## config.mk

```make
export PLATFORM = sky130hd
export DESIGN_NAME = fpa_front
export DESIGN_NICKNAME = d
export VERILOG_FILES = /design/src/rtl/fpa_pkg.sv /design/src/rtl/fpa_front.sv
export SDC_FILE = /design/constraint.sdc
export NUM_CORES = 2
export LEC_CHECK = 0
export BUFFER_PORTS_ARGS = -buffer_cell sky130_fd_sc_hd__buf_4
export CAP_MARGIN = 0
export CORE_UTILIZATION = 59
export CTS_CLUSTER_SIZE = 28
export DETAILED_ROUTE_END_ITERATION = 16
export PLACE_DENSITY = 0.85
export SYNTH_ARGS = -nofsm -noshare
export SYNTH_HDL_FRONTEND = slang
export SYNTH_SLANG_ARGS = --single-unit
```

## constraint.sdc

```tcl
create_clock -name clk_i -period 5.9 [get_ports clk_i]
set_input_delay 1.18 -clock clk_i [delete_from_list [all_inputs] [get_ports clk_i]]
set_output_delay 1.18 -clock clk_i [all_outputs]
set_load 0.05 [all_outputs]
```

## src/rtl/fpa_pkg.sv

```systemverilog
// Package with the word sizes, opcodes and pipeline data type of the fixed-point ALU.
`timescale 1ns / 1ps
package fpa_pkg;

  localparam int unsigned WORD_BITS = 32;
  localparam int unsigned FRAC_BITS = 8;
  localparam int unsigned NUM_BITS  = WORD_BITS + FRAC_BITS;

  typedef enum logic [3:0] {
    OP_ADD      = 4'd0,
    OP_SUB      = 4'd1,
    OP_MUL      = 4'd2,
    OP_DIV      = 4'd3,
    OP_MIN      = 4'd4,
    OP_MAX      = 4'd5,
    OP_LT       = 4'd6,
    OP_GT       = 4'd7,
    OP_LE       = 4'd8,
    OP_GE       = 4'd9,
    OP_EQ       = 4'd10,
    OP_NE       = 4'd11,
    OP_INC      = 4'd12,
    OP_DEC      = 4'd13,
    OP_FROM_INT = 4'd14,
    OP_TO_INT   = 4'd15
  } op_e;

  typedef struct packed {
    logic [WORD_BITS-1:0] result;
    logic                 cmp;
    logic                 dz;
    logic                 neg;
    logic                 is_div;
    logic [WORD_BITS-1:0] rem;
    logic [NUM_BITS-1:0]  num;
    logic [WORD_BITS-1:0] quo;
    logic [WORD_BITS-1:0] dvsr;
  } pipe_t;

endpackage

```

## src/rtl/fpa_front.sv

```systemverilog
// Entry stage: computes every non-divide operation and prepares the divider operands.
`timescale 1ns / 1ps
module fpa_front (
  input  logic                           clk_i,
  input  logic                           rst_ni,
  input  logic                           valid_i,
  input  logic [3:0]                     opcode_i,
  input  logic [fpa_pkg::WORD_BITS-1:0]  a_i,
  input  logic [fpa_pkg::WORD_BITS-1:0]  b_i,
  input  logic                           hold_i,
  output logic                           stall_o,
  output logic                           valid_o,
  output fpa_pkg::pipe_t                 data_o
);

  localparam int unsigned W = fpa_pkg::WORD_BITS;
  localparam int unsigned F = fpa_pkg::FRAC_BITS;

  logic                  valid_q;
  fpa_pkg::pipe_t        data_q;
  fpa_pkg::pipe_t        data_d;
  fpa_pkg::op_e          op;
  logic signed [2*W-1:0] prod;
  logic                  lt_ab;
  logic                  lt_ba;
  logic [W-1:0]          mag_a;
  logic [W-1:0]          mag_b;

  assign op      = fpa_pkg::op_e'(opcode_i);
  assign prod    = $signed(a_i) * $signed(b_i);
  assign lt_ab   = $signed(a_i) < $signed(b_i);
  assign lt_ba   = $signed(b_i) < $signed(a_i);
  assign mag_a   = a_i[W-1] ? (~a_i + W'(1)) : a_i;
  assign mag_b   = b_i[W-1] ? (~b_i + W'(1)) : b_i;
  assign stall_o = !rst_ni | (valid_q & hold_i);
  assign valid_o = valid_q;
  assign data_o  = data_q;

  always_comb begin
    data_d        = '0;
    data_d.neg    = a_i[W-1] ^ b_i[W-1];
    data_d.dz     = (op == fpa_pkg::OP_DIV) && (b_i == '0);
    data_d.is_div = (op == fpa_pkg::OP_DIV);
    data_d.num    = {mag_a, F'(0)};
    data_d.dvsr   = mag_b;
    case (op)
      fpa_pkg::OP_ADD:      data_d.result = a_i + b_i;
      fpa_pkg::OP_SUB:      data_d.result = a_i - b_i;
      fpa_pkg::OP_MUL:      data_d.result = prod[F+W-1:F];
      fpa_pkg::OP_DIV:      data_d.result = '0;
      fpa_pkg::OP_MIN:      data_d.result = lt_ab ? a_i : b_i;
      fpa_pkg::OP_MAX:      data_d.result = lt_ba ? a_i : b_i;
      fpa_pkg::OP_LT:       data_d.cmp = lt_ab;
      fpa_pkg::OP_GT:       data_d.cmp = lt_ba;
      fpa_pkg::OP_LE:       data_d.cmp = !lt_ba;
      fpa_pkg::OP_GE:       data_d.cmp = !lt_ab;
      fpa_pkg::OP_EQ:       data_d.cmp = (a_i == b_i);
      fpa_pkg::OP_NE:       data_d.cmp = (a_i != b_i);
      fpa_pkg::OP_INC:      data_d.result = a_i + W'(1);
      fpa_pkg::OP_DEC:      data_d.result = a_i - W'(1);
      fpa_pkg::OP_FROM_INT: data_d.result = a_i << F;
      fpa_pkg::OP_TO_INT:   data_d.result = W'($signed(a_i) >>> F);
      default:              data_d.result = '0;
    endcase
  end

  always_ff @(posedge clk_i or negedge rst_ni) begin
    if (!rst_ni) begin
      valid_q <= 1'b0;
    end else if (!stall_o) begin
      valid_q <= valid_i;
    end
  end

  always_ff @(posedge clk_i) begin
    if (!stall_o) begin
      data_q <= data_d;
    end
  end

endmodule

```

Yosys cells after proc, flatten, opt, wreduce, memory -nomap -nowiden
Cells that the tools add are included.
{ "word_totals": {"register_bits": 101, "elab_cells": 53} }
{ "classes": {"add_sub_neg": 6, "multipliers": 1, "order_cmp": 2, "n_eq_ne": 17, "muxes": 6, "n_bitwise": 5, "n_reduce_logical": 6} }
{ "op_table": {"columns": ["cell", "n"], "rows": [
  ["32-bit case mux with 9 select lines", 1],
  ["32-bit by 1-bit adder with 32-bit output (second input constant)", 3],
  ["32-bit < comparator", 2],
  ["32-bit 2-to-1 mux", 2],
  ["32-bit NOT", 2],
  ["31-bit 2-to-1 mux", 2],
  ["32-bit by 32-bit multiplier with 40-bit output", 1],
  ["32-bit adder", 1],
  ["32-bit equality test", 1],
  ["4-bit equality test (second input constant)", 8],
  ["32-bit logical NOT", 1],
  ["32-bit inequality test", 1],
  ["32-bit by 1-bit subtractor with 32-bit output (second input constant)", 1],
  ["32-bit subtractor", 1],
  ["4-bit by 3-bit equality test with 1-bit output (second input constant)", 4],
  ["4-bit by 2-bit equality test with 1-bit output (second input constant)", 2],
  ["1-bit case mux with 6 select lines", 1],
  ["4-bit by 1-bit equality test with 1-bit output (second input constant)", 1],
  ["4-bit logical NOT", 1],
  ["1-bit logical NOT", 3],
  ["1-bit AND", 1],
  ["1-bit logical AND", 1],
  ["1-bit bitwise OR", 1],
  ["1-bit XOR", 1]
]} }

Longest topological paths before layout
{ "logic_depth": {"ltp_word": 3, "ltp_mapped": 31, "mapped_depth_nobuf": 27} }

Worst setup path before layout
Ideal clock, no wire load.
{ "synth_timing": {"path_kind": "input to register", "startpoint": "input b_i[5] (netlist bit)", "endpoint": "register data_q (netlist bit data_o[169]), data pin", "arrival_time_ns": 8.591, "required_time_ns": 5.628, "slack_ns": -2.963, "path_stages": 26, "cell_sequence": "clkbuf_1 inv_1 clkbuf_1 buf_1 nor2_1 fa_1 fa_1 fa_1 inv_1 fa_1 inv_1 fa_1 fa_1 fa_1 fa_1 ha_1 a21o_1 a31o_2 a21oi_1 nand2_1 or4_1 a31oi_1 nor3_1 mux2i_1 nor2_1 or4_1"} }
{ "synth_rtl": {"columns": ["item", "line_no", "rtl"], "rows": [
  ["start, declared", "fpa_front.sv:9", "input logic [fpa_pkg::WORD_BITS-1:0] b_i,"],
  ["end signal, assigned", "fpa_front.sv:77", "data_q <= data_d;"],
  ["end, declared", "fpa_front.sv:20", "fpa_pkg::pipe_t data_q;"]
]} }

==> reports/metrics.csv <==
stage;metric;value;unit
floorplanning;die_height;240;µm
route;routed_wl;154000;µm
final_layout;syn2layout_area_growth;27.3;%
sta;clock_skew;0.0138;ns
logic_synthesis;netlist_instances;3849;
cts;cts_htree_levels;3;
logic_synthesis;synth_ff_type;edfxtp_1;
cts;cts-root-buf;clkbuf_16;
logic_synthesis;ys_seq_area_share;9.05;%
logic_synthesis;synth_async_sr_flop_share;0.990;%
route;drt-pass1-iter-count;7;
critical_path;crit_family;adder cells;
cts;cts_buffer_depth;2;
logic_synthesis;syn_area_per_cell;8.69;µm²
cts;clkTransAtPathRegs;0.08;ns
final_layout;drive_above_1_share;26.3;%
critical_path;ff2ff_path_depth;4;
cts;clock_latency;0.41;ns
critical_path;cp_slowest_cell;fa_1;
cts;numCtsBuffers;9;
logic_synthesis;synthesis.area;33500;µm²
sta;relSlewSlack;12.9;%
logic_synthesis;synth_top_area_share;38.5;%
logic_synthesis;synth.area.top_cells;fa_1, ha_1, edfxtp_1;
logic_synthesis;yosysWarningCount;0;
final_layout;fin_util;76.7;%
critical_path;crit_path_frequent_cell;fa_1;
critical_path;worstSetupStartpointType;input pin;
global_route;grt_max_degree;55;
floorplanning;die_area;57700;µm²
logic_synthesis;synth_edf_count;100;
job;drv_cap;0;
critical_path;cp-end-kind;flip-flop;
final_layout;num-nets-final;5518;
final_layout;regArea;3030;µm²
critical_path;critPathKind;in2reg;
cts;cts_tree;yes;
run_status;status;complete, but fails checks;
critical_path;timing.rr.end;valid_o;
logic_synthesis;ys_ff_latch;101;
sta;drv_slew;0;
global_route;grt_pass1_wl;216000;µm
logic_synthesis;synth_most_common_cell;inv_1;
final_layout;fillers;3722;
sta;max_freq;120;MHz
placement;dp_cells;5227;
floorplanning;core;55500;µm²
floorplanning;io-pin-count;246;
route;vias;32700;
global_route;overflow;0;
sta;rsz0062_at_grt;true;
placement;pre_cts_ws;-2.77;ns
global_route;antenna_found_initial;12;
critical_path;slowest_delay;0.62;ns
logic_synthesis;synth_top_area_cell;fa_1;
floorplanning;start_util;60.2;%
min_path;min_path_type;in2async;
global_route;first_global_vias;33700;
critical_path;r2r_setup_slack;3.58;ns
floorplanning;die_w;240;µm
critical_path;r2r-start;valid_o;
cts;clock_sinks;101;
sta;hold_viol;0;
route;drt-initial-drc-count;4148;
sta;tightest_slew;1.30;ns
route;drc;0;
final_layout;multi_input_area;27800;µm²
placement;io_buffers;173;
sta;holdWs;0.545;ns
placement;place.gp.congestion;1.12;
route;post_drt_via_cell_ratio;6.18;
sta;setup_viol;32;
run_status;violations;negative setup slack;
sta;period_minus_slack;8.34;ns
final_layout;instances_no_fill;5292;
sta;setup_slack;-2.44;ns
sta;finalCritPeriodShare;141;%
critical_path;cp_num_buf_inv;10;
logic_synthesis;synth_common_cells;inv_1, fa_1, nor2_1;
placement;dp_hpwl;123000;µm
route;final_antenna_net_count;0;
floorplanning;fp-row-count;86;
critical_path;cp.arrival;8.50;ns
logic_synthesis;ys_types;79;
route;routedWlPerCell;29.1;µm
critical_path;cp.required;6.05;ns
global_route;grtUsageTotal;53.0;%
critical_path;crit_fanout;11;
cts;holdBufCountCts;0;
-- worst max path at each step --
| stage | from | end | slack, ns | depth (start not counted) |
|---|---|---|---|---|
| after floorplan | b_i[16] | data_o[160] | -2.17 | 24 |
| after global placement | b_i[2] | data_o[164] | -2.61 | 28 |
| after detailed placement | b_i[3] | data_o[169] | -2.77 | 27 |
| after CTS | a_i[14] | data_o[160] | -2.08 | 25 |
| after global routing | b_i[15] | data_o[169] | -2.68 | 26 |
| final | a_i[2] | data_o[163] | -2.44 | 28 |
-- layer usage --
metal	up-vias	GRT usage (%)	part of all wire, %
li1	13200	-	-
met1	15900	65.0	34
met2	2750	76.0	41
met3	857	21.1	16
met4	12	37.6	9.2
met5	-	0	0.057
-- area by class of cell --
cell class | instances | area share (%)
multi-input combinational | 2800 | 65.2
clock buffer | 10 | 0.538
timing repair inverter | 1 | 0.0206
antenna | 8 | 0.0470
sequential | 101 | 7.11
timing repair buffer | 893 | 18.0
tap | 748 | 2.20
inverter | 725 | 6.71
clock inverter | 6 | 0.197
-- cells by family after synthesis --
family,synth area share (%)
adders and majority gates,48.7
other,0.0112
DFF,9.05
AOI/OAI and AO/OA,9.26
and+or+nand+nor,13.7
xor gates and xnor gates,5.66
muxes,1.32
buffers and inverters,12.3
-- through the flow --
stage | instance area (µm²) | TNS [ns]
after global routing | 42600 | -64.93
after floorplan | 34700 | -44.00
after CTS | 41900 | -51.32
after detailed placement | 40800 | -70.54
final | 42600 | -58.48
after global placement | 40800 | -66.77
-- worst register-to-register path, stage by stage (launching register included) --
cell,delay (ns)
dfrtp_1,0.40
nand2_1,0.07
and2_4,0.62
buf_4,0.71
mux2_2,0.41
-- registers in the layout (all words and copies together), names as in the netlist --
register	flops
valid_o	1
data_o	100
-- cells in the final DEF (no fill, tap or decap), drive strengths merged, types with 7 or more instances in the layout --
| cell type | count |
|---|---|
| buf | 892 |
| inv | 709 |
| fa | 644 |
| nor2 | 519 |
| nand2 | 375 |
| ha | 271 |
| xnor2 | 172 |
| o21ai | 122 |
| edfxtp | 100 |
| a21oi | 83 |
| conb | 72 |
| a21o | 49 |
| mux2i | 42 |
| xor2 | 42 |
| nand2b | 34 |
| nand3 | 32 |
| nor3 | 29 |
| o221ai | 21 |
| nand4 | 20 |
| o31ai | 20 |
| a221oi | 20 |
| clkinv | 19 |
| or3 | 18 |
| a211oi | 15 |
| a222oi | 13 |
| o21a | 13 |
| o21bai | 13 |
| and3 | 13 |
| and2 | 12 |
| clkbuf | 11 |
| or4 | 11 |
| a31oi | 11 |
| nor2b | 10 |
| o22ai | 10 |
| nor4 | 9 |
| diode | 8 |
| o211ai | 8 |
| o2111ai | 7 |
-- what timing repair did --
item / CTS / global route
setup endpoints to repair: 32 / 32
setup buffers: 23 / 17
gates cloned: 1 / 1
resized for setup: 164 / 115
pin swaps: 46 / 53
Power is left out: the tool's default activity adds up to more than one toggle a clock period on the data nets, which glitch-free logic cannot reach.
