### src/rtl/fpa_pkg.sv
// Package with the word sizes, opcodes and pipeline data type of the fixed-point ALU.
`timescale 1ns / 1ps
package fpa_pkg;

  localparam int unsigned WORD_BITS = 32;
  localparam int unsigned FRAC_BITS = 8;
  localparam int unsigned NUM_BITS  = WORD_BITS + FRAC_BITS;

  typedef enum logic [3:0] {
    OP_ADD      = 4'd0,
    OP_SUB      = 4'd1,
    OP_MUL      = 4'd2,
    OP_DIV      = 4'd3,
    OP_MIN      = 4'd4,
    OP_MAX      = 4'd5,
    OP_LT       = 4'd6,
    OP_GT       = 4'd7,
    OP_LE       = 4'd8,
    OP_GE       = 4'd9,
    OP_EQ       = 4'd10,
    OP_NE       = 4'd11,
    OP_INC      = 4'd12,
    OP_DEC      = 4'd13,
    OP_FROM_INT = 4'd14,
    OP_TO_INT   = 4'd15
  } op_e;

  typedef struct packed {
    logic [WORD_BITS-1:0] result;
    logic                 cmp;
    logic                 dz;
    logic                 neg;
    logic                 is_div;
    logic [WORD_BITS-1:0] rem;
    logic [NUM_BITS-1:0]  num;
    logic [WORD_BITS-1:0] quo;
    logic [WORD_BITS-1:0] dvsr;
  } pipe_t;

endpackage

### src/rtl/fpa_div_cell.sv
// One divider cell: a restoring step that yields one quotient bit per request.
`timescale 1ns / 1ps
module fpa_div_cell (
  input  logic           clk_i,
  input  logic           rst_ni,
  input  logic           valid_i,
  input  fpa_pkg::pipe_t data_i,
  input  logic           hold_i,
  output logic           stall_o,
  output logic           valid_o,
  output fpa_pkg::pipe_t data_o
);

  localparam int unsigned W = fpa_pkg::WORD_BITS;
  localparam int unsigned N = fpa_pkg::NUM_BITS;

  logic           valid_q;
  fpa_pkg::pipe_t data_q;
  fpa_pkg::pipe_t data_d;
  logic [W:0]     trial;
  logic [W:0]     diff;
  logic           ge;

  assign trial   = {data_i.rem, data_i.num[N-1]};
  assign diff    = trial - {1'b0, data_i.dvsr};
  assign ge      = !diff[W];
  assign stall_o = valid_q & hold_i;
  assign valid_o = valid_q;
  assign data_o  = data_q;

  always_comb begin
    data_d     = data_i;
    data_d.rem = ge ? diff[W-1:0] : trial[W-1:0];
    data_d.num = {data_i.num[N-2:0], 1'b0};
    data_d.quo = {data_i.quo[W-2:0], ge};
  end

  always_ff @(posedge clk_i or negedge rst_ni) begin
    if (!rst_ni) begin
      valid_q <= 1'b0;
    end else if (!stall_o) begin
      valid_q <= valid_i;
    end
  end

  always_ff @(posedge clk_i) begin
    if (!stall_o) begin
      data_q <= data_d;
    end
  end

endmodule

### config.mk
export PLATFORM = sky130hd
export DESIGN_NAME = fpa_div_cell
export DESIGN_NICKNAME = d
export VERILOG_FILES = /design/src/rtl/fpa_pkg.sv /design/src/rtl/fpa_div_cell.sv
export SDC_FILE = /design/constraint.sdc
export NUM_CORES = 1
export LEC_CHECK = 0
export BUFFER_PORTS_ARGS = -buffer_cell sky130_fd_sc_hd__buf_2
export CAP_MARGIN = 5
export CORE_AREA = 2 2 137 139
export DETAILED_ROUTE_END_ITERATION = 10
export DIE_AREA = 0 0 139 141
export HOLD_SLACK_MARGIN = 0.1
export PLACE_DENSITY = 0.83
export REMOVE_ABC_BUFFERS = 1
export SLEW_MARGIN = 15
export SYNTH_ARGS = -nofsm -noshare
export SYNTH_HDL_FRONTEND = slang
export SYNTH_SLANG_ARGS = --single-unit
### constraint.sdc
create_clock -name clk_i -period 7.4 [get_ports clk_i]
set_input_delay 0.74 -clock clk_i [delete_from_list [all_inputs] [get_ports clk_i]]
set_output_delay 0.74 -clock clk_i [all_outputs]
set_load 0.02 [all_outputs]
Word level (Yosys, flattened, before mapping)
Index checks and enable logic that the tools add are counted.
{"block": "classes", "addsub": 1, "mux": 1, "bitwise": 1, "n_reduce_logical": 1}
{"op": "subtractor 33 x 32 -> 33 bit", "n": 1}
{"op": "two-way mux 32 bit", "n": 1}
{"op": "AND 1 bit", "n": 1}
{"op": "zero test 1 bit", "n": 1}
{"block": "totals", "regBits": 172, "input_bits": 176, "out_inout_bits": 174, "wordCells": 14}

Logic depth before layout (Yosys ltp)
Gate-level depths: netlist of run 1.
{"block": "depth", "depth_word": 2, "mapped_depth": 13, "ltp_nobuf": 12}

Worst setup path before layout of run 1
No wires, ideal clock.
{"block": "synth_timing", "kind": "input port to output port", "startpoint": "input port hold_i", "endpoint": "output port stall_o", "arrival_ns": 5.140, "required_time_ns": 6.660, "setup_slack_ns": 1.520, "cell_stages": 2, "path_buffers": 0, "cell_sequence": "nand2_1 > inv_1"}
{"block": "synth_between", "elab_chain_cells": 1}
{"element": "start, declared", "line": "fpa_div_cell.sv:8", "source": "input logic hold_i,"}
{"element": "AND 1 bit", "line": "fpa_div_cell.sv:27", "source": "assign stall_o = valid_q & hold_i;"}
{"element": "end, declared", "line": "fpa_div_cell.sv:9", "source": "output logic stall_o,"}
Every way passes these cells.

==> results of run 1 <==
[synthesized netlist by cell type (7+ instances only)]
library cell,instances
a21o_1,15
inv_1,42
nand3_1,11
xor2_1,10
mux2_4,18
nand2_1,45
nand4_1,7
ha_1,32
nor2_1,16
o211ai_1,8
clkbuf_1,11
a21oi_1,34
xnor2_1,14
o21ai_0,24
edfxtp_1,171
[cell type report]
cell class / count / area (µm²)
Fill cell: 1554 / 8070
Clock buffer: 17 / 425
Tap cell: 234 / 293
Timing Repair Buffer: 350 / 1760
Inverter: 43 / 161
Clock inverter: 15 / 156
Sequential cell: 172 / 5160
Multi-Input combinational cell: 306 / 2240
[cell families after synthesis]
kind of cell / share of synthesized area
AOI/OAI and AO/OA: 0.104
xor gates and xnor gates: 0.0275
adders and majority gates: 0.0550
buffers and inverters: 0.0326
DFF: 0.676
muxes: 0.0354
other: 0.000491
and+or+nand+nor: 0.0691
[power breakdown]
group	switching [µW]	internal (µW)
logic	340	202
clock network	422	449
registers	22.2	1180
total	785	1830
[per-layer routing]
layer	global-route usage	up-vias
met3	0.0547	35
met5	0	-
met2	0.374	230
li1	-	2724
met4	0.0792	0
met1	0.252	2736
[worst max-delay path: cells and delay by family]
| kind | cells | cell delay, ns |
|---|---|---|
| AO/OA/AOI/OAI | 6 | 1.94 |
| adder cells (fa/ha/maj) | 1 | 0.42 |
| buffers and inverters | 3 | 0.71 |
| multiplexers | 1 | 0.42 |
[per-stage QoR]
| step | util | area (µm²) | total power [µW] | std cells | worst slack [ns] |
|---|---|---|---|---|---|
| floorplan | - | 7550 | 1570 | 521 | 1.52 |
| global placement | 0.526 | 9600 | 1750 | 1104 | 2.95 |
| detailed placement | 0.526 | 9600 | 1770 | 1104 | 2.91 |
| CTS | 0.558 | 10200 | 2630 | 1137 | 3.35 |
| global route | 0.558 | 10200 | 2710 | 1137 | 3.17 |
| finish | 0.558 | 10200 | 2620 | 1137 | 3.34 |
[cell usage in the layout (no fill, tap or decap), types with 7 or more instances in the layout]
cell / instances
a21o_1: 15
a21oi_1: 34
buf_2: 347
clkbuf_16: 17
edfxtp_1: 171
ha_1: 32
inv_1: 42
mux2_4: 18
nand2_1: 44
nand3_1: 11
nand4_1: 7
nor2_1: 16
o211ai_1: 8
o21ai_0: 24
xnor2_1: 14
xor2_1: 10
[worst min path at each step]
stage / slack [ns] / end / from
final: 0.48 / data_o[153] / data_i[153]
after global routing: 0.46 / data_o[93] / data_i[92]
after CTS: 0.46 / data_o[72] / data_i[71]
after detailed placement: 0.52 / valid_o / rst_ni
after global placement: 0.52 / valid_o / rst_ni
after floorplan: 0.44 / valid_o / rst_ni
[registers in the layout (all words and copies together), names as in the netlist]
signal   flops
data_o     171
valid_o      1
[timing repair]
action / in CTS / in global routing
resized for setup: 0 / 0
endpoints found under the hold margin: 1 / 0
hold buffers: 1 / 0
==> summary.md, run 1 <==
| Metric | Value |
|---|---|
| Die area | `0.0196 mm²` |
| DRC viols | `0` |
| Path depth of the worst reg2reg path | `2` |
| Final setup viols | `0` |
| CP Cell Sequence | `buf_2, inv_1, ha_1, a21oi_4, o211ai_1, a221o_1, a211o_1, o21a_1, o211ai_4, inv_2, mux2_4` |
| WS Path Type | `input port to flop` |
| Synth warn | `0` |
| Dominant synthesized flop cell | `edfxtp_1` |
| Min-Delay Path Class | `input port to flop` |
| Vias in the first global route | `5,656` |
| Rows | `50` |
| Peak VDD IR | `156 µV` |
| Post-CTS Setup Repair Bufs | `0` |
| Vias per inst | `5.04` |
| Synthesized cell area | `0.00764 mm²` |
| TritonCTS buffer count | `17` |
| Avg WL per Cell | `18.8 µm` |
| Crit path DAT | `4.24 ns` |
| Peak Freq | `246 MHz` |
| CP max FO | `28` |
| Initial core utilization | `0.418` |
| Period Utilization, post-route | `0.549` |
| Setup_tns | `0 ns` |
| Post-DP HPWL | `16.6 mm` |
| Fraction of layout cells with a size suffix above 1 | `0.447` |
| Min-Delay Path Depth | `1` |
| CP Capture Type | `flop` |
| Leak | `0.00465 µW` |
| DR pass1 iterations | `4` |
| H-tree levels | `4` |
| Port bufs | `347` |
| Initial antenna violation count | `0` |
| Post-synth top area share | `0.672` |
| WP data required | `7.58 ns` |
| CP endpoint | `data_o[124]` |
| Core area | `0.0183 mm²` |
| Worst R2R Setup Slack | `5.19 ns` |
| Hold_ws | `0.479 ns` |
| Post-synth ARST share | `0.00581` |
| Max Cap Violations | `0` |
| DIE WIDTH | `139 µm` |
| Post-Syn Area per Cell | `14.2 µm²` |
| RePlAce Congestion | `0.868` |
| Cell variety after synth | `52` |
| Clock skew | `0.00880 ns` |
| Top cells by area, synth | `edfxtp_1, ha_1, mux2_4` |
| Highest-delay cell along the critical path | `o211ai_4` |
| Status | `finished clean` |
| Clk buf depth | `2` |
| Worst setup SP type | `input port` |
| Fin nets | `1,099` |
| Overall routing resource usage | `0.212` |
| Clock latency on the worst-skew pair | `0.43 ns` |
| Vias | `5,725` |
| Relative slew slack | `0.406` |
| Clock period minus worst slack | `4.06 ns` |
| DIE HEIGHT | `141 µm` |
| CTS Root Cell | `clkbuf_16` |
| Synth-to-Final Area Change | `33.5%` |
| Reg2reg end | `data_o[24]` |
| Mapped Cells | `537` |
| Worst-margin pin slew | `0.891 ns` |
| # diodes | `0` |
| Max stage delay on crit path | `0.67 ns` |
| Initial DRC count | `344` |
| Final ANT Viol Nets | `0` |
| Top Ports | `350` |
| Most area-hungry cell type in the Yosys netlist | `edfxtp_1` |
| Reg2reg start | `valid_o` |
| GR Overflow Total | `0` |
| Worst-path clk slew | `0.07 ns` |
| Register bit total from synthesis | `172` |
| Top sig layer | `met4` |
| Number of synthesized flops with an enable pin | `171` |
| First-pass GRT wire length | `31.7 mm` |
| WL met3 | `1.42 mm` |
| RSZ-0062 raised after global routing | `no` |
| Crit path launch | `data_i[16]` |
| DRT Wirelength | `21.4 mm` |
| TritonCTS clock tree | `yes` |
| M1 WL | `8.39 mm` |
| Sequential share of the synthesized area | `0.676` |
| TritonCTS Sinks | `172` |
| WL met2 | `11.1 mm` |
| Final hold vios | `0` |
| P per Cell Area | `257 mW/mm²` |
| Largest net degree at the start of global routing | `69` |
| Final slew viol count | `0` |
(Power assumes the default switching activity.)
==> run 2: changes to the inputs <==
- CORE_AREA: 2 2 137 139 -> 2 2 135 137
- DIE_AREA: 0 0 139 141 -> 0 0 137 139
- PLACE_DENSITY: 0.83 -> 0.85
- clock period: 7.4 -> 4.1 ns (I/O delays scaled with it)
==> run 2 against run 1 <==
Compared with the run above:
- core utilization rose by 2.1 points
- design area rose by 0.22%
- via count rose by 0.56%
- wire length rose by 1.2%
- sequential power rose by 81%
- worst setup slack got worse by 2.4 ns
- critical path depth rose by 1
- count of clock-buffer cells in the layout did not move
- largest power group unchanged
==> summary.md, run 2 (same netlist as run 1, synthesis figures left out) <==
| Metric | Value |
|---|---|
| Peak VDD IR | `283 µV (was 156 µV)` |
| Sw power | `1400 µW (was 785 µW)` |
| Final ANT Viol Nets | `0 (unchanged)` |
| DRT Wirelength | `21.6 mm (was 21.4 mm)` |
| Post-CTS Setup Repair Bufs | `0 (unchanged)` |
| Dpl cell area | `0.00962 mm² (was 0.00960 mm²)` |
| DRC viols | `0 (unchanged)` |
| Leak | `0.00467 µW (was 0.00465 µW)` |
| Worst-path clk slew | `0.07 ns (about the same)` |
| Sw frac | `0.297 (was 0.300)` |
| Rows | `49 (was 50)` |
| WP data required | `4.27 ns (was 7.58 ns)` |
| DR pass1 iterations | `5 (was 4)` |
| Design Area, Final | `0.0102 mm² (about the same)` |
| Clock skew | `0.00883 ns (was 0.00880 ns)` |
| GR Overflow Total | `0 (unchanged)` |
| Largest net degree at the start of global routing | `73 (was 69)` |
| CP top delay family | `compound AO/OA/AOI/OAI gates (unchanged)` |
| H-tree levels | `4 (unchanged)` |
| Peak Freq | `320 MHz` |
| First-pass GRT wire length | `31.6 mm (was 31.7 mm)` |
| Final hold vios | `0 (unchanged)` |
| DIE HEIGHT | `139 µm (was 141 µm)` |
| Power Total | `4710 µW (was 2620 µW)` |
| Crit path DAT | `3.29 ns (was 4.24 ns)` |
| Dpl ws | `0.543 ns (was 2.91 ns)` |
| Core area | `0.0177 mm² (was 0.0183 mm²)` |
| Most numerous cell on the critical path | `a21oi_1` |
| Vias per inst | `5.07 (was 5.04)` |
| Initial antenna violation count | `3 (was 0)` |
| Worst setup SP type | `input port (unchanged)` |
| Comb pwr share | `0.209 (was 0.207)` |
| CTS Root Cell | `clkbuf_16 (unchanged)` |
| TritonCTS clock tree | `yes (unchanged)` |
| Most frequent cells in the layout | `buf_2, edfxtp_1, nand2_1, inv_1, a21oi_1 (unchanged)` |
| Die area | `0.0190 mm² (was 0.0196 mm²)` |
| Flop pwr share | `0.461 (was 0.460)` |
| Fraction of layout cells with a size suffix above 1 | `0.449 (was 0.447)` |
| Status | `finished clean (unchanged)` |
| Fin nets | `1,101 (was 1,099)` |
| Vias in the first global route | `5,655 (was 5,656)` |
| RSZ-0062 raised after global routing | `no (unchanged)` |
| Period Utilization, post-route | `0.762` |
| Clock latency on the worst-skew pair | `0.42 ns (was 0.43 ns)` |
| Int Power | `3310 µW (was 1830 µW)` |
| CP Cell Sequence | `buf_2, inv_1, ha_1, fa_1, nand2b_1, a21oi_1, o211ai_1, a21oi_1, o21a_1, o211ai_4, inv_2, mux2_4 (was buf_2, inv_1, ha_1, a21oi_4, o211ai_1, a221o_1, a211o_1, o21a_1, o211ai_4, inv_2, mux2_4)` |
| CP bufs+invs | `3 (unchanged)` |
| DIE WIDTH | `137 µm (was 139 µm)` |
| Initial core utilization | `0.433 (was 0.418)` |
| Clock period minus worst slack | `3.12 ns` |
| Avg WL per Cell | `19.1 µm (was 18.8 µm)` |
| Max stage delay on crit path | `0.52 ns (was 0.67 ns)` |
| Commonest non-fill, non-tap cell in the layout | `buf_2 (unchanged)` |
| Vias | `5,757 (was 5,725)` |
| WS Path Type | `input port to flop (unchanged)` |
| Top Ports | `350 (unchanged)` |
| Max Cap Violations | `0 (unchanged)` |
| CP max FO | `20 (was 28)` |
| RePlAce Congestion | `0.904 (was 0.868)` |
| TritonCTS Sinks | `172 (unchanged)` |
| Max reg flops | `171 (unchanged)` |
| Setup_tns | `0 ns (unchanged)` |
| Port bufs | `347 (unchanged)` |
| Post-DP HPWL | `16.9 mm (was 16.6 mm)` |
| Final slew viol count | `0 (unchanged)` |
| TritonCTS buffer count | `17 (unchanged)` |
| CP Capture Type | `flop (unchanged)` |
| Final worst setup slack | `0.977 ns (was 3.34 ns)` |
| Min-Delay Path Class | `input port to flop (unchanged)` |
| Clock share of power | `0.330 (was 0.333)` |
| Final setup viols | `0 (unchanged)` |
| Clk buf depth | `2 (unchanged)` |
| Highest-delay cell along the critical path | `inv_2 (was o211ai_4)` |
| Initial DRC count | `359 (was 344)` |
| Overall routing resource usage | `0.222 (was 0.212)` |
| Relative slew slack | `0.547 (was 0.406)` |
| Synth-to-Final Area Change | `33.8% (was 33.5%)` |
| P per Cell Area | `461 mW/mm² (was 257 mW/mm²)` |
| Final Core Density | `0.579 (was 0.558)` |
| Worst-margin pin slew | `0.678 ns (was 0.891 ns)` |
==> run 2: cell count changes in the layout (fill, tap and decap cells not counted) <==
cell / previous run / this run
buf_4: 2 / 3
clkinv_4: 4 / 5
clkinv_8: 3 / 2
clkinvlp_4: 2 / 1
inv_8: 4 / 5
buf_12: 0 / 1
diode_2: 0 / 2
==> run 2: path summary, 6_finish.rpt <==
check                             from     endpoint  slack [ns]  cells after the start
max                        data_i[103]  data_o[108]        0.98                     12
min reg2reg                    valid_o   data_o[53]        1.06                      1
min in group asynchronous       rst_ni      valid_o        0.29                      2
min                         data_i[70]   data_o[71]        0.15                      1
max in group asynchronous       rst_ni      valid_o        3.73                      2
max reg2reg                    valid_o   data_o[11]        2.27                      2
==> run 2: cell type report <==
class	instances	area, µm²
antenna	2	5.00
multi-input combinational	306	2240
fill	1453	7440
clock buffer	17	425
inverter	43	161
timing repair buffer	352	1790
clock inverter	15	153
sequential	172	5160
tap	229	287
==> run 2: power groups by stage <==
stage	clock network (µW)	registers (µW)	logic, µW
6_report	1550	2170	984
2_1_floorplan	0	2440	391
3_5_place_dp	0	2210	982
5_1_grt	1660	2190	1060
4_1_cts	1590	2170	987
3_3_place_gp	0	2200	963
==> run 2: through the flow <==
step | instances | hold slack [ns]
after detailed placement | 1101 | 0.189
after global routing | 1136 | 0.128
after CTS | 1134 | 0.136
after global placement | 1101 | 0.185
after floorplan | 521 | 0.114
final | 1136 | 0.154
==> run 2: repair_timing <==
action	in CTS	in global routing
gates resized for setup	0	0
hold buffers	1	0
endpoints found under the hold margin	1	0
==> run 2: per-layer routing <==
metal | global-route usage | up-vias | part of all wire
met5 | 0 | - | 0.00055
met4 | 0.0770 | 2 | 0.022
met3 | 0.0797 | 36 | 0.093
met2 | 0.366 | 278 | 0.50
met1 | 0.267 | 2711 | 0.38
li1 | - | 2730 | -
