[src/rtl/fpa_pkg.sv]
// Package with the word sizes, opcodes and pipeline data type of the fixed-point ALU.
`timescale 1ns / 1ps
package fpa_pkg;

  localparam int unsigned WORD_BITS = 32;
  localparam int unsigned FRAC_BITS = 8;
  localparam int unsigned NUM_BITS  = WORD_BITS + FRAC_BITS;

  typedef enum logic [3:0] {
    OP_ADD      = 4'd0,
    OP_SUB      = 4'd1,
    OP_MUL      = 4'd2,
    OP_DIV      = 4'd3,
    OP_MIN      = 4'd4,
    OP_MAX      = 4'd5,
    OP_LT       = 4'd6,
    OP_GT       = 4'd7,
    OP_LE       = 4'd8,
    OP_GE       = 4'd9,
    OP_EQ       = 4'd10,
    OP_NE       = 4'd11,
    OP_INC      = 4'd12,
    OP_DEC      = 4'd13,
    OP_FROM_INT = 4'd14,
    OP_TO_INT   = 4'd15
  } op_e;

  typedef struct packed {
    logic [WORD_BITS-1:0] result;
    logic                 cmp;
    logic                 dz;
    logic                 neg;
    logic                 is_div;
    logic [WORD_BITS-1:0] rem;
    logic [NUM_BITS-1:0]  num;
    logic [WORD_BITS-1:0] quo;
    logic [WORD_BITS-1:0] dvsr;
  } pipe_t;

endpackage

[src/rtl/fpa_back.sv]
// Output stage: applies the quotient sign and holds the result until it is taken.
`timescale 1ns / 1ps
module fpa_back (
  input  logic                          clk_i,
  input  logic                          rst_ni,
  input  logic                          valid_i,
  input  fpa_pkg::pipe_t                data_i,
  input  logic                          stall_i,
  output logic                          stall_o,
  output logic                          valid_o,
  output logic [fpa_pkg::WORD_BITS-1:0] result_o,
  output logic                          cmp_o,
  output logic                          dz_o
);

  localparam int unsigned W = fpa_pkg::WORD_BITS;

  logic         valid_q;
  logic [W-1:0] result_q;
  logic [W-1:0] result_d;
  logic         cmp_q;
  logic         dz_q;

  assign stall_o  = valid_q & stall_i;
  assign valid_o  = valid_q;
  assign result_o = result_q;
  assign cmp_o    = cmp_q;
  assign dz_o     = dz_q;

  always_comb begin
    if (!data_i.is_div) begin
      result_d = data_i.result;
    end else if (data_i.dz) begin
      result_d = '0;
    end else if (data_i.neg) begin
      result_d = ~data_i.quo + W'(1);
    end else begin
      result_d = data_i.quo;
    end
  end

  always_ff @(posedge clk_i or negedge rst_ni) begin
    if (!rst_ni) begin
      valid_q <= 1'b0;
    end else if (!stall_o) begin
      valid_q <= valid_i;
    end
  end

  always_ff @(posedge clk_i) begin
    if (!stall_o) begin
      result_q <= result_d;
      cmp_q    <= data_i.cmp;
      dz_q     <= data_i.dz;
    end
  end

endmodule

[config.mk]
export PLATFORM = sky130hd
export DESIGN_NAME = fpa_back
export DESIGN_NICKNAME = d
export VERILOG_FILES = /design/src/rtl/fpa_pkg.sv /design/src/rtl/fpa_back.sv
export SDC_FILE = /design/constraint.sdc
export NUM_CORES = 1
export LEC_CHECK = 0
export BUFFER_PORTS_ARGS = -buffer_cell sky130_fd_sc_hd__buf_2
export CAP_MARGIN = 0
export CORE_MARGIN = 2
export CORE_UTILIZATION = 39
export DETAILED_ROUTE_END_ITERATION = 7
export PLACE_DENSITY = 0.86
export REMOVE_ABC_BUFFERS = 1
export SYNTH_ARGS = -nofsm -noshare
export SYNTH_HDL_FRONTEND = slang
export SYNTH_SLANG_ARGS = --single-unit
[constraint.sdc]
create_clock -name clk_i -period 2 [get_ports clk_i]
set_clock_uncertainty 0.15 [all_clocks]
set_input_delay 0 -clock clk_i [delete_from_list [all_inputs] [get_ports clk_i]]
set_output_delay 0 -clock clk_i [all_outputs]
set_load 0.05 [all_outputs]
======== Word-level counts from Yosys, hierarchy flattened ========
Cells that the tools add are included.
cells by class
  $add $sub $neg .......................... 1
  muxes and demuxes ....................... 3
  bitwise logic cells ..................... 2
operator list
  operator               number
  $mux 32                3
  $add 32x1->32 const B  1
  $not 32->32            1
  $and 1x1->1            1
word-level totals
  register bits after elaboration ......... 35
  input bits .............................. 176
  output and inout bits ................... 36
  word-level logic and storage cells ...... 10

======== Depth between registers and ports, before layout ========
Gate-level depths: netlist (run 1).
  word-level depth ........................ 5
  gate-level depth with buffers ........... 6
  mapped depth without buffers ............ 6

======== Least setup slack after synthesis (run 1) ========
No wires, ideal clock.
  path kind ............................... reg2out
  start point ............................. register valid_q (netlist: valid_o)
  end point ............................... output stall_o
  arrival time ............................ 1.959 ns
  required time ........................... 1.850 ns
  slack ................................... -0.109 ns
  stages on the path, launching flop included .. 3
  cell sequence ........................... dfrtp_1 -> nand2_1 -> inv_1
on the way
  word-level cells in the longest chain between the ends .. 1
ends and longest elaborated chain
  element                   RTL line        text
  start: declaration        fpa_back.sv:18  logic valid_q;
  start signal: assignment  fpa_back.sv:46  valid_q <= valid_i;
  $and 1x1->1               fpa_back.sv:24  assign stall_o = valid_q & stall_i;
  end: declaration          fpa_back.sv:9   output logic stall_o,
Every way passes these cells.

======== Final worst setup path (run 1) ========
  start point ............................. input data_i[42] in the netlist's numbering
  end point ............................... register result_q[22] (netlist: result_o[22]), data pin
on the way
  word-level cells in the longest chain between the ends .. 5
ends and longest elaborated chain
  element                 RTL line        text
  start: declaration      fpa_back.sv:7   input fpa_pkg::pipe_t data_i,
  $not 32->32             fpa_back.sv:36  result_d = ~data_i.quo + W'(1);
  $add 32x1->32           fpa_back.sv:36
  $mux 32                 fpa_back.sv:35  end else if (data_i.neg) begin
  $mux 32                 fpa_back.sv:33  end else if (data_i.dz) begin
  $mux 32                 fpa_back.sv:31  if (!data_i.is_div) begin
  named net result_d[22]  fpa_back.sv:20  logic [W-1:0] result_d;
  end signal: assignment  fpa_back.sv:52  result_q <= result_d;
  end: declaration        fpa_back.sv:19  logic [W-1:0] result_q;
The timed path passes the listed nets, and every way through them passes these cells.
A chain may end at the register's enable or synchronous reset.

==> impl_metrics.csv, run 1 <==
group,metric,value,unit
run_status,status,"finished, violations left",
run_status,violations,"negative setup slack",
logic_synthesis,ys.flop_type,"edfxtp_1",
cells_and_area,nets,632,
clock_network,cts.sinks,35,
power_and_ir_drop,p_int,1.58,mW
sta,finalSetupTns,-3.39,ps
cells_and_area,n_antenna_cell,0,
floorplanning,die-area,7200,um2
floorplanning,chipHeight,84.9,um
power_and_ir_drop,p_clk_share,28.3,%
sta,hold_viol,0,
floorplanning,design.core.area,6350,um2
cells_and_area,areaGrowthSynthToFinish,54.8,%
floorplanning,io_pins,212,
logic_synthesis,synth_simple_gate_area_share,30.2,%
clock_network,cts_made_buffers,5,
clock_network,cts_max_path_buffers,2,
clock_network,tritoncts,"done",
power_and_ir_drop,switchingPower,0.814,mW
detailed_routing,num_vias,3176,
logic_synthesis,syn_area,2550,um2
sta,post-route-period-util,100,%
job,cap_violations,0,
worst_setup_path,cp_data_arrival_time,1870,ps
sta,slew_headroom,69.4,%
clock_network,cts.clk_slew.worst_paths,70,ps
cells_and_area,final_layout_size_suffix_gt1_share,35.1,%
global_routing,overflow,0,
logic_synthesis,synth-xor-area-share,3.78,%
global_routing,antenna_found_initial,0,
logic_synthesis,async_reset_ff_share,2.86,%
detailed_routing,dr.pass1.iters,5,
power_and_ir_drop,pwr-share-seq,38.1,%
worst_setup_path,end_kind,"register",
detailed_routing,drc_errors,0,
power_and_ir_drop,vdd_drop_max,0.000482,V
floorplanning,die_w,84.9,um
worst_setup_path,crit_path_start_kind,"input pin",
detailed_routing,via_per_inst,5.96,
clock_network,clockRootBuffer,"clkbuf_8",
global_routing,grt_pass1_wl,14400,um
sta,final_max_slew_viol_count,0,
global_routing,grt_pass1_vias,3005,
logic_synthesis,ys_seq_area_share,41.0,%
cells_and_area,final_cells,533,
logic_synthesis,synthMuxAreaShare,0.393,%
sta,fin_ws,-3.39,ps
power_and_ir_drop,switching_share,34.1,%
logic_synthesis,synth_compound_area_share,20.3,%
sta,timing.fmax,499,MHz
logic_synthesis,synth-seq-cells,35,
logic_synthesis,post_synth.cell_area_avg,9.21,um2
sta,rsz0062_at_grt,"false",
logic_synthesis,ys_warn_count,0,
place,dp.cells,484,
logic_synthesis,synth_cell_types,46,
sta,setup_viol,1,
detailed_routing,wl,9150,um
detailed_routing,avgRoutedWirePerCell,17.2,um
logic_synthesis,synth_cells,277,
clock_network,cts_max_level,2,
clock_network,clkLatencyLatePin,290,ps
logic_synthesis,synth_top_family_by_area,"simple AND/OR/NAND/NOR gates",
place,dp_hpwl,6450,um
worst_setup_path,slowest_stage,"or4_1",
hold_path,hp-class,"in -> reg",
sta,period_needed,2000,ps
logic_synthesis,synth_edf_count,34,
logic_synthesis,yosys.area_share.adder,0.491,%
power_and_ir_drop,p_comb_share,33.7,%
place,gp_congestion,0.934,
global_routing,grt_start_max_net_pins,37,
worst_setup_path,required,1870,ps
worst_setup_path,crit_path_cell_trace,"buf_2 > or4_1 > or4_1 > o311ai_0 > nand3_1",
floorplanning,initial_core_util,40.2,%
sta,tightest_slew,458,ps
worst_setup_path,crit_top_cell,"or4_1",
detailed_routing,drtIter0Drc,322,
worst_setup_path,worstSetupPathType,"in -> reg",
worst_setup_path,crit_path_max_incr_delay,680,ps
worst_setup_path,critPathBufInv,1,
place,numPortBuffers,107,
worst_setup_path,critical_path.top_delay_family,"simple AND/OR/NAND/NOR gates",
global_routing,grtUsageTotal,25.1,%
detailed_routing,ant_nets,0,
floorplanning,rows,29,
power_and_ir_drop,p_leak,1.61,nW
worst_setup_path,crit_fanout,9,
power_and_ir_drop,p_per_area,606,nW/um2
path summary, 6_finish.rpt:
| kind | startpoint | end | slack [ps] | cells after the start |
|---|---|---|---|---|
| max | data_i[42] | result_o[22] | -3 | 5 |
| min | data_i[138] | dz_o | 20 | 2 |
| max reg2reg | valid_o | result_o[19] | 620 | 2 |
| min reg2reg | valid_o | valid_o | 700 | 3 |
| max in group asynchronous | rst_ni | valid_o | 1220 | 3 |
| min in group asynchronous | rst_ni | valid_o | 380 | 3 |
placed cells by master, fill, tap and decap left out, types with 3 or more instances in the layout:
cell | synthesis | routed
xnor2_1 | 9 | 9
buf_4 | 0 | 40
or4_1 | 13 | 13
nor2_1 | 13 | 13
o31ai_1 | 4 | 4
nand3b_1 | 3 | 3
nand4_1 | 12 | 12
a222oi_1 | 6 | 6
buf_2 | 1 | 107
or2_2 | 3 | 3
or3_1 | 9 | 9
nand2_1 | 19 | 19
nor3_1 | 18 | 18
nor2b_1 | 9 | 8
nor4_1 | 6 | 6
a32oi_1 | 10 | 10
clkbuf_8 | 0 | 6
edfxtp_1 | 34 | 34
o2bb2ai_1 | 4 | 4
a22o_1 | 6 | 6
nand2b_1 | 7 | 7
o2111ai_1 | 3 | 3
inv_1 | 7 | 7
o21ai_0 | 14 | 14
dlygate4sd3_1 | 0 | 41
nand3_1 | 19 | 19
kinds of logic (layout without fill, tap and decap cells):
group	Yosys count	after routing
flip-flops	35	35
buffers and inverters	26	205
multiplexers	1	1
AND/OR/NAND/NOR	137	137
XOR/XNOR	11	11
adder cells (fa/ha/maj)	1	1
AO/OA/AOI/OAI	66	66
power groups by stage:
stage / Combinational (mW) / Sequential [mW] / Clock, mW
after global routing: 0.850 / 0.916 / 0.712
after detailed placement: 0.727 / 0.925 / 0
after CTS: 0.794 / 0.909 / 0.685
after global placement: 0.714 / 0.925 / 0
final: 0.805 / 0.910 / 0.675
after floorplan: 0.182 / 1.18 / 0
flip-flops by register name, indices dropped and copies added, names as in the netlist:
name and count:
valid_o 1, dz_o 1, result_o 32, cmp_o 1
cell usage after synthesis (all sizes together), types with 7 or more instances:
master   n  area [um2]
a32oi   10        87.6
nor2b    9        56.3
o21ai   14        70.1
nand3   19        95.1
clkbuf  15        56.3
or3      9        56.3
inv      7        26.3
nand4   12        75.1
nand2b   7        43.8
nand2   19        71.3
or4     14         109
xnor2    9        78.8
edfxtp  34        1020
nor3    18        90.1
nor2    13        48.8
routing by layer:
layer  vias up  GRT usage, %  part of all wire, %
li1       1476             -                    -
met5         -             0                    0
met1      1441          32.1                   39
met3        26          5.25                   10
met4         0          9.96                  2.9
met2       233          41.5                   48
stage by stage:
stage                     worst slack [ps]  hold WS, ps  total power [mW]  util (%)  instance area, um2
after floorplan                       -199         -446              1.36         -                2480
after global placement                -195         -375              1.64      53.9                3420
after detailed placement              -228         -373              1.65      53.9                3420
after CTS                             73.3         4.13              2.39      62.2                3950
after global routing                  6.49         24.9              2.48      62.2                3950
final                                -3.39         21.1              2.39      62.2                3950
area by class of cell:
class                      instances  area, um2
clock inverter                     2       35.0
clock buffer                       6       82.6
inverter                           9       33.8
sequential                        35       1050
fill                             536       2400
multi-input combinational        216       1410
tap                               77       96.3
timing repair buffer             188       1250
timing repair:
item | in CTS | in global routing
resized for setup | 0 | 0
hold buffers | 41 | 0
setup endpoints to repair | 0 | 0
hold endpoints to repair | 35 | 0
buffers inserted | 0 | 0
Power figures use the tool's default switching activity.
==> inputs of run 2 (changes only) <==
--- a/config.mk
+++ b/config.mk
@@ -7,9 +7,11 @@
 export LEC_CHECK = 0
 export BUFFER_PORTS_ARGS = -buffer_cell sky130_fd_sc_hd__buf_2
 export CAP_MARGIN = 0
+export CORE_ASPECT_RATIO = 0.8
 export CORE_MARGIN = 2
 export CORE_UTILIZATION = 39
 export DETAILED_ROUTE_END_ITERATION = 7
+export MAX_ROUTING_LAYER = met4
 export PLACE_DENSITY = 0.86
 export REMOVE_ABC_BUFFERS = 1
 export SYNTH_ARGS = -nofsm -noshare
==> constraint.sdc (replaced) <==
create_clock -name clk_i -period 2 [get_ports clk_i]
set_clock_uncertainty 0.15 [all_clocks]
set_input_delay 0 -clock clk_i [delete_from_list [all_inputs] [get_ports clk_i]]
set_output_delay 0 -clock clk_i [all_outputs]
set_load 0.005 [all_outputs]
==> run 2 against run 1 <==
Effect of this change:
- the flow now finishes without violations
- die area about the same
- count of clock-buffer cells in the layout fell by 1
- non-clock buffer count fell by 6
- sequential power about the same
- first-iteration DRC count rose by 18%
- setup slack improved by 49 ps
- register-to-register slack gained 30 ps
- routed wire length shrank 2.8%
- design area fell by 0.54%
- total power fell by 11%
- critical endpoint unchanged
- highest routed layer unchanged
==> impl_metrics.csv, run 2 (synthesis results as in run 1) <==
group,metric,value,unit
run_status,status,"finished clean",
worst_setup_path,rr_endpoint,"result_o[22]",
floorplanning,chipHeight,76.3,um
floorplanning,die-area,7210,um2
sta,post-route-period-util,97.7,%
clock_network,cts.sinks,35,
detailed_routing,dr.pass1.iters,6,
clock_network,tritoncts,"done",
worst_setup_path,slowest_stage,"or4_1",
sta,finalSetupTns,0,ps
place,gp_congestion,0.967,
worst_setup_path,rr_worst_depth,2,
detailed_routing,drc_errors,0,
job,cap_violations,0,
cells_and_area,layout.cells.most_common,"buf_2",
floorplanning,die_w,94.4,um
global_routing,grt_pass1_wl,14200,um
worst_setup_path,cp_data_arrival_time,1970,ps
cells_and_area,n_antenna_cell,0,
hold_path,min-delay-start,"data_i[53]",
hold_path,hold_depth,3,
detailed_routing,wl,8890,um
sta,period_needed,1950,ps
worst_setup_path,worstSetupPathType,"in -> reg",
worst_setup_path,crit_path_start_kind,"input pin",
worst_setup_path,crit_fanout,9,
global_routing,antenna_found_initial,0,
sta,timing.fmax,512,MHz
worst_setup_path,r2r_slack,650,ps
sta,final_max_slew_viol_count,0,
power_and_ir_drop,p_leak,1.59,nW
sta,tightest_slew,487,ps
sta,slew_headroom,67.2,%
worst_setup_path,crit_path_cell_trace,"buf_2 > or4_1 > or4_1 > or4_1 > nand3_1",
clock_network,cts.clk_slew.worst_paths,70,ps
detailed_routing,num_vias,3112,
cells_and_area,nets,626,
detailed_routing,via_per_inst,5.83,
floorplanning,io_pins,212,
global_routing,grt_pass1_vias,2891,
global_routing,grt_start_max_net_pins,37,
power_and_ir_drop,vdd_drop_max,0.000272,V
global_routing,grtUsageTotal,25.6,%
worst_setup_path,required,2010,ps
place,numPortBuffers,107,
floorplanning,rows,26,
floorplanning,initial_core_util,40.2,%
hold_path,holdPathEnd,"result_o[22]",
clock_network,cts_max_path_buffers,2,
cells_and_area,final_cell_mix,"buf_2, dlygate4sd3_1, edfxtp_1, buf_4",
place,dpl_cell_area,3420,um2
cells_and_area,largest_reg_flops,32,
cells_and_area,final_layout_size_suffix_gt1_share,34.7,%
power_and_ir_drop,p_per_area,539,nW/um2
place,dp_hpwl,6350,um
clock_network,clockRootBuffer,"clkbuf_8",
clock_network,cts_made_buffers,5,
detailed_routing,avgRoutedWirePerCell,16.7,um
floorplanning,design.core.area,6340,um2
worst_setup_path,crit_path_max_incr_delay,680,ps
cells_and_area,areaGrowthSynthToFinish,54.0,%
detailed_routing,ant_nets,0,
worst_setup_path,crit_top_cell,"or4_1",
worst_setup_path,end_kind,"register",
detailed_routing,drtIter0Drc,380,
sta,rsz0062_at_grt,"false",
clock_network,cts_max_level,2,
sta,setup_viol,0,
sta,hold_viol,0,
hold_path,hp-class,"in -> reg",
global_routing,overflow,0,
clock_network,clkLatencyLatePin,290,ps
cells_and_area,final_design_area_no_fill,3930,um2
worst_setup_path,reg2reg_from,"valid_o",
-- run 2: cell types whose count changed in the layout (fill, tap and decap cells not counted) --
| cell | previous run | this run |
|---|---|---|
| clkinv_4 | 0 | 1 |
| buf_4 | 40 | 34 |
| o311ai_0 | 2 | 1 |
| buf_12 | 0 | 2 |
| o311ai_1 | 1 | 2 |
| clkbuf_8 | 6 | 5 |
| dlygate4sd3_1 | 41 | 39 |
-- run 2: what timing repair did --
| action | in CTS | in global routing |
|---|---|---|
| endpoints found under the hold margin | 34 | 0 |
| hold buffers | 39 | 0 |
| setup buffers | 0 | 0 |
| setup endpoints to repair | 0 | 1 |
| gates resized for setup | 0 | 1 |
-- run 2: worst max path at each step --
stage | start | endpoint | slack [ps] | depth (start not counted)
floorplan | data_i[138] | result_o[22] | -200 | 4
global placement | data_i[42] | result_o[22] | -190 | 5
detailed placement | data_i[42] | result_o[22] | -240 | 5
CTS | data_i[42] | result_o[22] | 60 | 5
global route | data_i[42] | result_o[22] | 1 | 5
finish | data_i[42] | result_o[22] | 50 | 5
-- run 2: layout make-up --
cell class	instances	area, um2
sequential	35	1050
multi-input combinational	216	1410
clock buffer	5	68.8
clock inverter	3	43.8
inverter	9	33.8
fill	525	2420
tap	84	105
timing repair buffer	182	1220
-- run 2: stage by stage --
stage               util (%)  setup slack (ps)  std cells  hold slack [ps]  power (mW)
floorplan                  -              -199        260             -446        1.11
global route            61.9              1.35        534             33.9        2.21
finish                  61.9              45.9        534             5.08        2.12
CTS                     61.9              62.6        534             2.78        2.11
global placement        54.0              -190        487             -372        1.40
detailed placement      54.0              -240        487             -374        1.41
-- run 2: power by group --
| part | internal, mW | switching, mW | leakage [nW] |
|---|---|---|---|
| logic | 0.277 | 0.277 | 1.17 |
| registers | 0.891 | 0.0192 | 0.364 |
| clock network | 0.371 | 0.282 | 0.0581 |
| total | 1.54 | 0.578 | 1.59 |
-- run 2: worst max-delay path: cells and delay by family --
| family | cells | cell delay, ps |
|---|---|---|
| simple gates | 4 | 1860 |
| buf+inv | 1 | 100 |
-- run 2: layer usage --
| metal | vias up | global-route usage (%) | wire [um] |
|---|---|---|---|
| met5 | - | - | 0 |
| met4 | 0 | 7.83 | 261 |
| met3 | 31 | 4.25 | 887 |
| met2 | 210 | 39.3 | 3950 |
| met1 | 1398 | 34.9 | 3790 |
| li1 | 1473 | - | - |
==> inputs of run 3 (changes only) <==
--- a/config.mk
+++ b/config.mk
@@ -8,11 +8,12 @@
 export BUFFER_PORTS_ARGS = -buffer_cell sky130_fd_sc_hd__buf_2
 export CAP_MARGIN = 0
 export CORE_ASPECT_RATIO = 0.8
-export CORE_MARGIN = 2
+export CORE_MARGIN = 1.5
 export CORE_UTILIZATION = 39
 export DETAILED_ROUTE_END_ITERATION = 7
 export MAX_ROUTING_LAYER = met4
 export PLACE_DENSITY = 0.86
+export RECOVER_POWER = 50
 export REMOVE_ABC_BUFFERS = 1
 export SYNTH_ARGS = -nofsm -noshare
 export SYNTH_HDL_FRONTEND = slang
==> run 3 against run 2 <==
Effect of this change:
- critical path depth is the same
- highest routed layer unchanged
- critical path type unchanged
- die area shrank 2.4%
- global-route usage grew 0.72 points
==> impl_metrics.csv, run 3 (synthesis results as in run 1) <==
group,metric,value,unit
worst_setup_path,crit_fanout,8,
cells_and_area,nets,628,
cells_and_area,largest_reg_flops,32,
clock_network,clockRootBuffer,"clkbuf_8",
floorplanning,chipHeight,75.3,um
clock_network,cts_max_level,2,
sta,fin_ws,124,ps
sta,post-route-period-util,93.8,%
sta,slew_headroom,40.1,%
worst_setup_path,end_kind,"register",
sta,finalSetupTns,0,ps
floorplanning,io_pins,212,
global_routing,grt_pass1_wl,14000,um
worst_setup_path,crit_path_cell_trace,"buf_2 > or4_1 > or4_4 > or4_1 > nand3_1",
clock_network,cts.sinks,35,
cells_and_area,final_layout_size_suffix_gt1_share,27.7,%
worst_setup_path,required,2010,ps
place,dp_hpwl,6350,um
cells_and_area,final_cell_mix,"buf_2, dlygate4sd3_1, edfxtp_1",
power_and_ir_drop,p_per_area,541,nW/um2
detailed_routing,num_vias,3185,
detailed_routing,avgRoutedWirePerCell,16.9,um
power_and_ir_drop,p_leak,1.50,nW
floorplanning,die_w,93.4,um
global_routing,antenna_found_initial,0,
clock_network,cts_made_buffers,5,
worst_setup_path,r2r_slack,340,ps
sta,final_max_slew_viol_count,0,
place,pre_cts_ws,-226,ps
sta,rsz0062_at_grt,"false",
clock_network,cts_max_path_buffers,2,
floorplanning,die-area,7040,um2
global_routing,overflow,0,
clock_network,tritoncts,"done",
clock_network,cts_setup_buffers,0,
run_status,status,"finished clean",
clock_network,cts.clk_slew.worst_paths,80,ps
hold_path,hp-class,"in -> reg",
floorplanning,design.core.area,6340,um2
detailed_routing,wl,9050,um
global_routing,grt_pass1_vias,2942,
clock_network,clkLatencyLatePin,290,ps
worst_setup_path,worstSetupPathType,"in -> reg",
place,gp_congestion,0.973,
floorplanning,rows,26,
floorplanning,initial_core_util,40.2,%
detailed_routing,via_per_inst,5.94,
cells_and_area,layout.cells.most_common,"buf_2",
detailed_routing,drtIter0Drc,446,
sta,setup_viol,0,
power_and_ir_drop,vdd_drop_max,0.000368,V
detailed_routing,dr.pass1.iters,5,
global_routing,grtUsageTotal,26.3,%
global_routing,grt_start_max_net_pins,37,
job,cap_violations,0,
cells_and_area,n_antenna_cell,0,
worst_setup_path,cp_data_arrival_time,1890,ps
cells_and_area,areaGrowthSynthToFinish,52.5,%
place,numPortBuffers,107,
detailed_routing,drc_errors,0,
sta,tightest_slew,898,ps
sta,timing.fmax,533,MHz
worst_setup_path,crit_path_start_kind,"input pin",
worst_setup_path,crit_top_cell,"or4_1",
worst_setup_path,crit_path_max_incr_delay,610,ps
detailed_routing,ant_nets,0,
sta,period_needed,1880,ps
sta,hold_viol,0,
worst_setup_path,slowest_stage,"or4_4",
run 3: cell types whose count changed in the layout (fill, tap and decap cells not counted):
cell and delta:
buf_1 +1, or4_4 +1, buf_4 -3, dlygate4sd3_1 +2
buf_12 -1, buf_2 -29, clkbuf_2 +1, or4_1 -1
clkbuf_1 +31
run 3: power breakdown:
group          switching (mW)  total (mW)  internal, mW
clock                   0.281       0.652         0.371
sequential             0.0195       0.911         0.892
combinational           0.279       0.540         0.260
total                   0.580        2.10          1.52
run 3: per-layer routing:
metal | track usage [%] | up-vias | share of wire, %
li1 | - | 1477 | -
met1 | 34.7 | 1481 | 43
met2 | 41.1 | 191 | 45
met3 | 4.39 | 36 | 8.6
met4 | 9.76 | 0 | 2.8
met5 | - | - | 0
run 3: layout make-up:
cell class	count	area (um2)
sequential	35	1050
clock inverter	3	43.8
clock buffer	5	68.8
fill	559	2460
timing repair buffer	184	1180
multi-input combinational	216	1410
tap	84	105
inverter	9	33.8
run 3: critical path, delay by kind of cell:
kind	cells	cell delay, ps
AND/OR/NAND/NOR	4	1790
buffers and inverters	1	100
run 3: path summary, 6_finish.rpt:
kind | start | depth (start not counted) | end
min reg2reg | valid_o | 3 | valid_o
max | data_i[42] | 5 | result_o[22]
max reg2reg | valid_o | 2 | result_o[24]
min in group asynchronous | rst_ni | 3 | valid_o
max in group asynchronous | rst_ni | 3 | valid_o
min | data_i[55] | 3 | result_o[23]
run 3: per-stage QoR:
step	power (mW)	hold WS, ps	util, %	area [um2]	cells
after detailed placement	1.40	-374	53.8	3410	487
after global routing	2.19	24.0	61.3	3890	536
after floorplan	1.11	-446	-	2480	260
after CTS	2.11	0.336	62.0	3930	536
after global placement	1.39	-375	53.8	3410	487
final	2.10	14.7	61.3	3890	536
run 3: repair_timing:
action                     CTS  global route
setup endpoints to repair    0             1
hold buffers                41             0
hold endpoints to repair    36             0
resized for setup            0             2
